$ cat config.mk
export PLATFORM = sky130hd
export DESIGN_NAME = fifo_queue_with_delete
export DESIGN_NICKNAME = d
export VERILOG_FILES = /design/src/rtl/core/fqd_pkg.sv /design/src/rtl/core/fqd_ram.sv /design/src/rtl/core/fifo_queue_with_delete.sv
export SDC_FILE = /design/constraint.sdc
export NUM_CORES = 1
export LEC_CHECK = 0
export BUFFER_PORTS_ARGS = -buffer_cell sky130_fd_sc_hd__buf_2
export CORE_ASPECT_RATIO = 1.5
export CORE_MARGIN = 1.5
export CORE_UTILIZATION = 56
export CTS_BUF_LIST = sky130_fd_sc_hd__clkbuf_2 sky130_fd_sc_hd__clkbuf_4 sky130_fd_sc_hd__clkbuf_8
export DETAILED_ROUTE_END_ITERATION = 7
export HOLD_SLACK_MARGIN = 0.03
export PLACE_DENSITY = 0.74
export SLEW_MARGIN = 20
export SYNTH_ARGS = -nofsm -noshare
export SYNTH_HDL_FRONTEND = slang
export SYNTH_SLANG_ARGS = --single-unit
$ cat constraint.sdc
create_clock -name clock -period 6.7 [get_ports clock]
set_input_delay 0.335 -clock clock [delete_from_list [all_inputs] [get_ports clock]]
set_output_delay 0.335 -clock clock [all_outputs]
set_load 0.01 [all_outputs]
$ cat src/rtl/core/fqd_pkg.sv
// ----------------------------------------------------------------------------
// fqd_pkg
// Shared sizes, field layout and codes of the queue with delete by key.
// ----------------------------------------------------------------------------
package fqd_pkg;

   // Storage sizes.
   localparam int QUEUE_DEPTH = 16;
   localparam int KEY_WIDTH   = 16;
   localparam int ADDR_WIDTH  = (QUEUE_DEPTH > 1) ? $clog2(QUEUE_DEPTH) : 1;
   localparam int COUNT_WIDTH = $clog2(QUEUE_DEPTH + 1);

   // Field widths on the streams.
   localparam int OP_FIELD_WIDTH     = 2;
   localparam int KEY_FIELD_WIDTH    = 16;
   localparam int STATUS_FIELD_WIDTH = 2;
   localparam int COUNT_FIELD_WIDTH  = 5;

   // Request tdata: op, task_key, zero fill.
   localparam int REQ_OP_LSB      = 0;
   localparam int REQ_KEY_LSB     = REQ_OP_LSB + OP_FIELD_WIDTH;
   localparam int REQ_USED_WIDTH  = REQ_KEY_LSB + KEY_FIELD_WIDTH;
   localparam int REQ_TDATA_WIDTH = ((REQ_USED_WIDTH + 7) / 8) * 8;

   // Response tdata: out_key, hit, status, count.
   localparam int RSP_KEY_LSB     = 0;
   localparam int RSP_HIT_LSB     = RSP_KEY_LSB + KEY_FIELD_WIDTH;
   localparam int RSP_STATUS_LSB  = RSP_HIT_LSB + 1;
   localparam int RSP_COUNT_LSB   = RSP_STATUS_LSB + STATUS_FIELD_WIDTH;
   localparam int RSP_USED_WIDTH  = RSP_COUNT_LSB + COUNT_FIELD_WIDTH;
   localparam int RSP_TDATA_WIDTH = ((RSP_USED_WIDTH + 7) / 8) * 8;

   typedef logic [OP_FIELD_WIDTH-1:0]     op_type;
   typedef logic [STATUS_FIELD_WIDTH-1:0] status_type;

   localparam op_type OP_ENQUEUE = 2'd0;
   localparam op_type OP_DEQUEUE = 2'd1;
   localparam op_type OP_DELETE  = 2'd2;

   localparam status_type ST_OK        = 2'd0;
   localparam status_type ST_EMPTY     = 2'd1;
   localparam status_type ST_FULL      = 2'd2;
   localparam status_type ST_NOT_FOUND = 2'd3;

endpackage

$ cat src/rtl/core/fqd_ram.sv
// ----------------------------------------------------------------------------
// fqd_ram
// Generic single-write, single-read RAM with a registered read port.
// ----------------------------------------------------------------------------
module fqd_ram #(
   parameter int WIDTH = 16,
   parameter int DEPTH = 16
) (
   input  logic                                    clock,
   input  logic                                    wr_en,
   input  logic [((DEPTH > 1) ? $clog2(DEPTH) : 1)-1:0] wr_addr,
   input  logic [WIDTH-1:0]                        wr_data,
   input  logic                                    rd_en,
   input  logic [((DEPTH > 1) ? $clog2(DEPTH) : 1)-1:0] rd_addr,
   output logic [WIDTH-1:0]                        rd_data
);

   logic [WIDTH-1:0] mem_ff [DEPTH];
   logic [WIDTH-1:0] rd_data_ff;

   always_ff @(posedge clock) begin
      if (wr_en) begin
         mem_ff[wr_addr] <= wr_data;
      end
      if (rd_en) begin
         rd_data_ff <= mem_ff[rd_addr];
      end
   end

   assign rd_data = rd_data_ff;

endmodule

$ cat src/rtl/core/fifo_queue_with_delete.sv
// ----------------------------------------------------------------------------
// fifo_queue_with_delete
// Bounded FIFO of task keys with enqueue, dequeue and delete of the first
// matching key; later entries close the gap in order.
// ----------------------------------------------------------------------------
//   Channel   Direction  Payload
//   req_*     in         op, task_key
//   rsp_*     out        out_key, hit, status, count
//
// Enqueue, unused ops and operations on an empty queue go from IDLE straight
// to DONE. Dequeue and delete on a non-empty queue make one pass over the stored
// entries through the RAM read port and the key comparator, one entry per cycle.
// Reset is synchronous and empties the queue; entries are never cleared.
// A new transaction is taken while the previous response waits; a stalled
// response holds the block in its final state until it is taken.
module fifo_queue_with_delete (
   input  logic                                 clock,
   input  logic                                 reset,
   input  logic                                 req_tvalid,
   output logic                                 req_tready,
   // op [1:0], task_key [17:2], zero [23:18]
   input  logic [fqd_pkg::REQ_TDATA_WIDTH-1:0] req_tdata,
   output logic                                 rsp_tvalid,
   input  logic                                 rsp_tready,
   // out_key [15:0], hit [16], status [18:17], count [23:19]
   output logic [fqd_pkg::RSP_TDATA_WIDTH-1:0] rsp_tdata
);

   import fqd_pkg::*;

   typedef enum logic [2:0] {
      IDLE = 3'b001,
      SCAN = 3'b010,
      DONE = 3'b100
   } state_type;

   state_type                  state_ff, state_in;
   logic [COUNT_WIDTH-1:0]     count_ff, count_in;
   logic [COUNT_WIDTH-1:0]     rd_idx_ff, rd_idx_in;
   logic                       pend_valid_ff, pend_valid_in;
   logic [ADDR_WIDTH-1:0]      pend_idx_ff, pend_idx_in;
   logic                       found_ff, found_in;
   logic [KEY_WIDTH-1:0]       key_ff, key_in;
   op_type                     op_ff, op_in;
   logic [KEY_FIELD_WIDTH-1:0] res_key_ff, res_key_in;
   logic                       res_hit_ff, res_hit_in;
   status_type                 res_status_ff, res_status_in;
   logic                       rsp_tvalid_ff, rsp_tvalid_in;
   logic [RSP_TDATA_WIDTH-1:0] rsp_tdata_ff, rsp_tdata_in;

   logic                       wr_en;
   logic [ADDR_WIDTH-1:0]      wr_addr;
   logic [KEY_WIDTH-1:0]       wr_data;
   logic                       rd_en;
   logic [ADDR_WIDTH-1:0]      rd_addr;
   logic [KEY_WIDTH-1:0]       rd_data;

   op_type                     req_op;
   logic [KEY_WIDTH-1:0]       req_key;
   logic                       key_match;
   logic                       entry_hit;

   fqd_ram #(
      .WIDTH (KEY_WIDTH),
      .DEPTH (QUEUE_DEPTH)
   ) u_ram (
      .clock   (clock),
      .wr_en   (wr_en),
      .wr_addr (wr_addr),
      .wr_data (wr_data),
      .rd_en   (rd_en),
      .rd_addr (rd_addr),
      .rd_data (rd_data)
   );

   assign req_op  = req_tdata[REQ_KEY_LSB-1:REQ_OP_LSB];
   assign req_key = KEY_WIDTH'(req_tdata[REQ_USED_WIDTH-1:REQ_KEY_LSB]);

   // The one comparator: the entry just read against the key held.
   assign key_match = (rd_data == key_ff);
   // A dequeue removes the front entry; a delete the first matching one.
   assign entry_hit = (op_ff == OP_DEQUEUE) ? (pend_idx_ff == '0) : key_match;

   always_comb begin
      state_in      = state_ff;
      count_in      = count_ff;
      rd_idx_in     = rd_idx_ff;
      pend_valid_in = 1'b0;
      pend_idx_in   = pend_idx_ff;
      found_in      = found_ff;
      key_in        = key_ff;
      op_in         = op_ff;
      res_key_in    = res_key_ff;
      res_hit_in    = res_hit_ff;
      res_status_in = res_status_ff;
      rsp_tvalid_in = rsp_tvalid_ff && !rsp_tready;
      rsp_tdata_in  = rsp_tdata_ff;
      wr_en         = 1'b0;
      wr_addr       = count_ff[ADDR_WIDTH-1:0];
      wr_data       = req_key;
      rd_en         = 1'b0;
      rd_addr       = rd_idx_ff[ADDR_WIDTH-1:0];

      case (state_ff)
         IDLE: begin
            if (req_tvalid) begin
               key_in        = req_key;
               op_in         = req_op;
               rd_idx_in     = '0;
               found_in      = 1'b0;
               res_key_in    = '0;
               res_hit_in    = 1'b0;
               res_status_in = ST_OK;
               state_in      = DONE;
               case (req_op)
                  OP_ENQUEUE: begin
                     if (count_ff == COUNT_WIDTH'(QUEUE_DEPTH)) begin
                        res_status_in = ST_FULL;
                     end else begin
                        wr_en      = 1'b1;
                        count_in   = count_ff + COUNT_WIDTH'(1);
                        res_hit_in = 1'b1;
                     end
                  end
                  OP_DEQUEUE: begin
                     if (count_ff == '0) begin
                        res_status_in = ST_EMPTY;
                     end else begin
                        state_in = SCAN;
                     end
                  end
                  OP_DELETE: begin
                     res_status_in = ST_NOT_FOUND;
                     if (count_ff != '0) begin
                        state_in = SCAN;
                     end
                  end
                  default: begin
                     state_in = DONE;
                  end
               endcase
            end
         end
         SCAN: begin
            // Each read is issued in the cycle before its compare and write-back.
            if (rd_idx_ff < count_ff) begin
               rd_en         = 1'b1;
               pend_valid_in = 1'b1;
               pend_idx_in   = rd_idx_ff[ADDR_WIDTH-1:0];
               rd_idx_in     = rd_idx_ff + COUNT_WIDTH'(1);
            end
            if (pend_valid_ff) begin
               if (found_ff) begin
                  // Past the removed entry: move each one down by one place.
                  wr_en   = 1'b1;
                  wr_addr = pend_idx_ff - ADDR_WIDTH'(1);
                  wr_data = rd_data;
               end else if (entry_hit) begin
                  found_in      = 1'b1;
                  res_hit_in    = 1'b1;
                  res_status_in = ST_OK;
                  if (op_ff == OP_DEQUEUE) begin
                     res_key_in = KEY_FIELD_WIDTH'(rd_data);
                  end
               end
            end else if (rd_idx_ff >= count_ff) begin
               state_in = DONE;
               if (found_ff) begin
                  count_in = count_ff - COUNT_WIDTH'(1);
               end
            end
         end
         DONE: begin
            if (!rsp_tvalid_ff || rsp_tready) begin
               rsp_tvalid_in = 1'b1;
               rsp_tdata_in  = '0;
               rsp_tdata_in[RSP_HIT_LSB-1:RSP_KEY_LSB]       = res_key_ff;
               rsp_tdata_in[RSP_HIT_LSB]                     = res_hit_ff;
               rsp_tdata_in[RSP_COUNT_LSB-1:RSP_STATUS_LSB]  = res_status_ff;
               rsp_tdata_in[RSP_USED_WIDTH-1:RSP_COUNT_LSB]  =
                  COUNT_FIELD_WIDTH'(count_ff);
               state_in = IDLE;
            end
         end
         default: begin
            state_in = IDLE;
         end
      endcase
   end

   always_ff @(posedge clock) begin
      if (reset) begin
         state_ff      <= IDLE;
         count_ff      <= '0;
         pend_valid_ff <= 1'b0;
         rsp_tvalid_ff <= 1'b0;
      end else begin
         state_ff      <= state_in;
         count_ff      <= count_in;
         pend_valid_ff <= pend_valid_in;
         rsp_tvalid_ff <= rsp_tvalid_in;
      end
   end

   always_ff @(posedge clock) begin
      rd_idx_ff     <= rd_idx_in;
      pend_idx_ff   <= pend_idx_in;
      found_ff      <= found_in;
      key_ff        <= key_in;
      op_ff         <= op_in;
      res_key_ff    <= res_key_in;
      res_hit_ff    <= res_hit_in;
      res_status_ff <= res_status_in;
      rsp_tdata_ff  <= rsp_tdata_in;
   end

   assign req_tready = (state_ff == IDLE);
   assign rsp_tvalid = rsp_tvalid_ff;
   assign rsp_tdata  = rsp_tdata_ff;

endmodule

==> flow_summary_export.csv <==
group,metric,value,unit
status,status,"complete, no violations",
grt,grt_pass1_wl,43100,um
setup_path,startpoint_type,"flop",
floorplan,core,0.0245,mm2
timing,max_slew.worst_pin.slew,1080,ps
setup_path,reg2reg_to,"u_ram.mem_ff[15][5]",
clock_network,clock_latency,590,ps
timing,finalSetupViolCount,0,
detailed_routing,wl,28100,um
logic_synthesis,synth_area_leaders,"edfxtp_1 (73%), mux4_2 (10%), nand2_1 (1.6%)",
logic_synthesis,synth_flop_cell,"edfxtp_1",
logic_synthesis,synth_nets,795,
cells_and_area,synthToLayoutAreaGrowth,12.5,%
logic_synthesis,yosys.area.top_type,"edfxtp_1",
cells_and_area,final_common_cell,"edfxtp_1",
setup_path,ff2ff_path_depth,7,
timing,period_needed,3300,ps
min_path,min_path_type,"in -> reg",
clock_network,cts_buffers,47,
cells_and_area,multi_input_area,0.00336,mm2
cells_and_area,diodes,0,
job,drv_cap,0,
min_path,hold_depth,2,
pwr,switching_share,0.215,
setup_path,r2r_slack,3400,ps
clock_network,cts.htree.levels,2,
placement,port_buffers,47,
setup_path,max_stage_delay,680,ps
clock_network,ctsResizeCount,0,
clock_network,cts_num_sinks,353,
logic_synthesis,yosysWarnings,0,
logic_synthesis,synth_area,0.0141,mm2
grt,overflow,0,
setup_path,crit_family,"simple AND/OR/NAND/NOR gates",
clock_network,post_cts_buffers,0,
pwr,vdd_drop_max,151,uV
min_path,hold_path.startpoint,"reset",
pwr,internal-power,3.38,mW
detailed_routing,vias_per_cell,5.87,
timing,max_slew_margin,0.283,
timing,hold_viol_final,0,
placement,dp_hpwl,16900,um
setup_path,cp_common_cell,"a21oi_1",
setup_path,arrival,3550,ps
floorplan,ios,54,
floorplan,rows,70,
floorplan,start_util,0.574,
setup_path,crit_buf_inv,2,
setup_path,crit_required,6950,ps
detailed_routing,drtIter0Drc,558,
timing,final.setup.worst_slack,3400,ps
pwr,clkPwrFrac,0.362,
cells_and_area,fin_area,0.0158,mm2
logic_synthesis,synthDistinctLibCells,50,
timing,finClkSkew,36.1,ps
clock_network,cts_root_buffer,"clkbuf_8",
setup_path,r2r-start,"state_ff[2]",
detailed_routing,wl_per_cell,23.1,um
grt,track_usage,0.224,
pwr,leakage,5.30,nW
cells_and_area,drive_above_1_share,0.253,
logic_synthesis,async_flop_share,0,
detailed_routing,drtAntennaViolNets,0,
placement,place_area,0.0147,mm2
clock_network,clk_pin_slew,70,ps
placement,gp_congestion,0.805,
pwr,p_switching,0.927,mW
detailed_routing,dr.pass1.iters,5,
floorplan,dieArea,0.0261,mm2
setup_path,crit_fanout,20,
timing,report.final.slew_viol_count,0,
clock_network,cts_buffer_depth,3,
timing,whs,66.4,ps
logic_synthesis,ys_seq_area_frac,0.746,
logic_synthesis,postSynthCellCount,753,
clock_network,cts_tree,"built",
floorplan,die_y,197,um
grt,grt_max_degree,69,
min_path,hold_end,"count_ff[4]",
pwr,p_total,4.31,mW
setup_path,cp-end-kind,"flop",
detailed_routing,drc,0,
setup_path,crit_slowest_cell,"inv_1",
logic_synthesis,ys_seq_elements,353,
placement,pre_cts_slack,3430,ps
cells_and_area,nNetsFinal,896,
logic_synthesis,syn_avg_cell_area,18.7,um2
setup_path,critPathKind,"reg -> reg",
pwr,p_per_area,272,mW/mm2
cells_and_area,n_fill_cell,1658,
floorplan,fp.dieW,132,um
timing,fin_tns_setup,0,ps
logic_synthesis,synth_edf_count,343,
cells_and_area,layout_common_cells,"edfxtp_1 (343), mux4_2 (64), nand2_1 (59), clkbuf_8 (49), buf_2 (47)",
cells_and_area,layout.area.seq,0.0105,mm2
timing,timing.fmax,303,MHz
detailed_routing,vias,7138,
setup_path,critPathLaunch,"state_ff[2]",
setup_path,worstPathCellList,"nand4bb_1 > inv_1 > nand3_1 > a21oi_1 > a21oi_1 > nor2_1 > buf_4",
pwr,p_seq_frac,0.577,
timing,period_share,0.493,
pwr,p_comb_frac,0.061,
timing,rsz0062_at_grt,"no",
logic_synthesis,netlist.area_leader.share,0.732,
grt,grt_pass1_vias,7635,
grt,antenna_found_initial,0,
==> cells by family (layout without fill, tap and decap cells) <==
logic type,after synthesis,after routing,synth area share
compound gates,71,71,0.0362
xor+xnor,26,26,0.0162
fa+ha+maj,14,14,0.0130
buf+inv,49,188,0.0160
flops,353,353,0.746
mux,84,84,0.117
simple gates,156,156,0.0558
==> state kept, by name, indices dropped and copies added, names as in the netlist <==
signal         flops
res_status_ff      2
rsp_tdata         24
count_ff           5
found_ff           1
state_ff           3
u_ram.mem_ff     256
pend_idx_ff        4
op_ff              2
rd_idx_ff          5
res_hit_ff         1
rsp_tvalid         1
pend_valid_ff      1
key_ff            16
res_key_ff        16
u_ram.rd_data     16
==> metal layers <==
metal / track usage / wire length, um
met2: 0.415 / 15500
met1: 0.258 / 10300
met3: 0.0370 / 1320
met5: 0 / 0
met4: 0.0944 / 925
==> worst reg2reg max path: stages (launching register included) <==
cell and delay [ps]:
dfxtp_1 420, nand4bb_1 360, inv_1 680, nand3_1 250, a21oi_1 230, a21oi_1 190
nor2_1 460, buf_4 360
==> cell type report <==
class	instances	area share
Sequential cell	353	0.663
Tap cell	324	0.0256
Inverter	14	0.00411
Timing Repair Buffer	87	0.0367
Clock inverter	17	0.00530
Clock buffer	70	0.0526
Multi-Input combinational cell	351	0.212
==> power groups by stage <==
| stage | Combinational (mW) | Sequential [mW] | Clock [mW] |
|---|---|---|---|
| after floorplan | 0.193 | 2.52 | 0 |
| after global placement | 0.249 | 2.53 | 0 |
| after detailed placement | 0.259 | 2.53 | 0 |
| after CTS | 0.268 | 2.48 | 1.59 |
| after global routing | 0.290 | 2.49 | 1.67 |
| final | 0.264 | 2.48 | 1.56 |
==> synthesized netlist by cell type (2+ instances only) <==
cell type / instances
a211oi_1: 17
a21o_1: 2
a21oi_1: 33
a32oi_1: 2
and2_1: 18
and3_1: 2
and3b_1: 2
buf_2: 11
buf_6: 2
clkbuf_1: 21
dfxtp_1: 10
edfxtp_1: 343
ha_1: 13
inv_1: 13
mux2i_1: 20
mux4_2: 64
nand2_1: 59
nand2b_1: 5
nand3_1: 4
nand4_1: 6
nor2_1: 30
nor2b_1: 16
nor3_1: 3
nor3b_1: 2
o21ai_0: 4
o21ai_1: 2
o32a_1: 2
xnor2_1: 22
xor2_1: 4
==> how the worst max path moves through the flow <==
stage / end / slack, ps / depth (start not counted)
floorplan: u_ram.mem_ff[7][0] / 3930 / 7
global placement: u_ram.mem_ff[15][6] / 3470 / 7
detailed placement: u_ram.mem_ff[15][6] / 3430 / 7
CTS: u_ram.mem_ff[15][5] / 3420 / 7
global route: u_ram.mem_ff[15][5] / 3220 / 7
finish: u_ram.mem_ff[15][5] / 3400 / 7
==> timing repair <==
action / in CTS / in global routing
hold endpoints to repair: 18 / 0
setup endpoints to repair: 0 / 0
hold buffers: 18 / 0
==> through the flow <==
| step | instances | utilization |
|---|---|---|
| after detailed placement | 1111 | 0.601 |
| after global placement | 1111 | 0.601 |
| after floorplan | 753 | - |
| final | 1216 | 0.645 |
| after global routing | 1216 | 0.645 |
| after CTS | 1216 | 0.645 |
(Power assumes the default switching activity.)
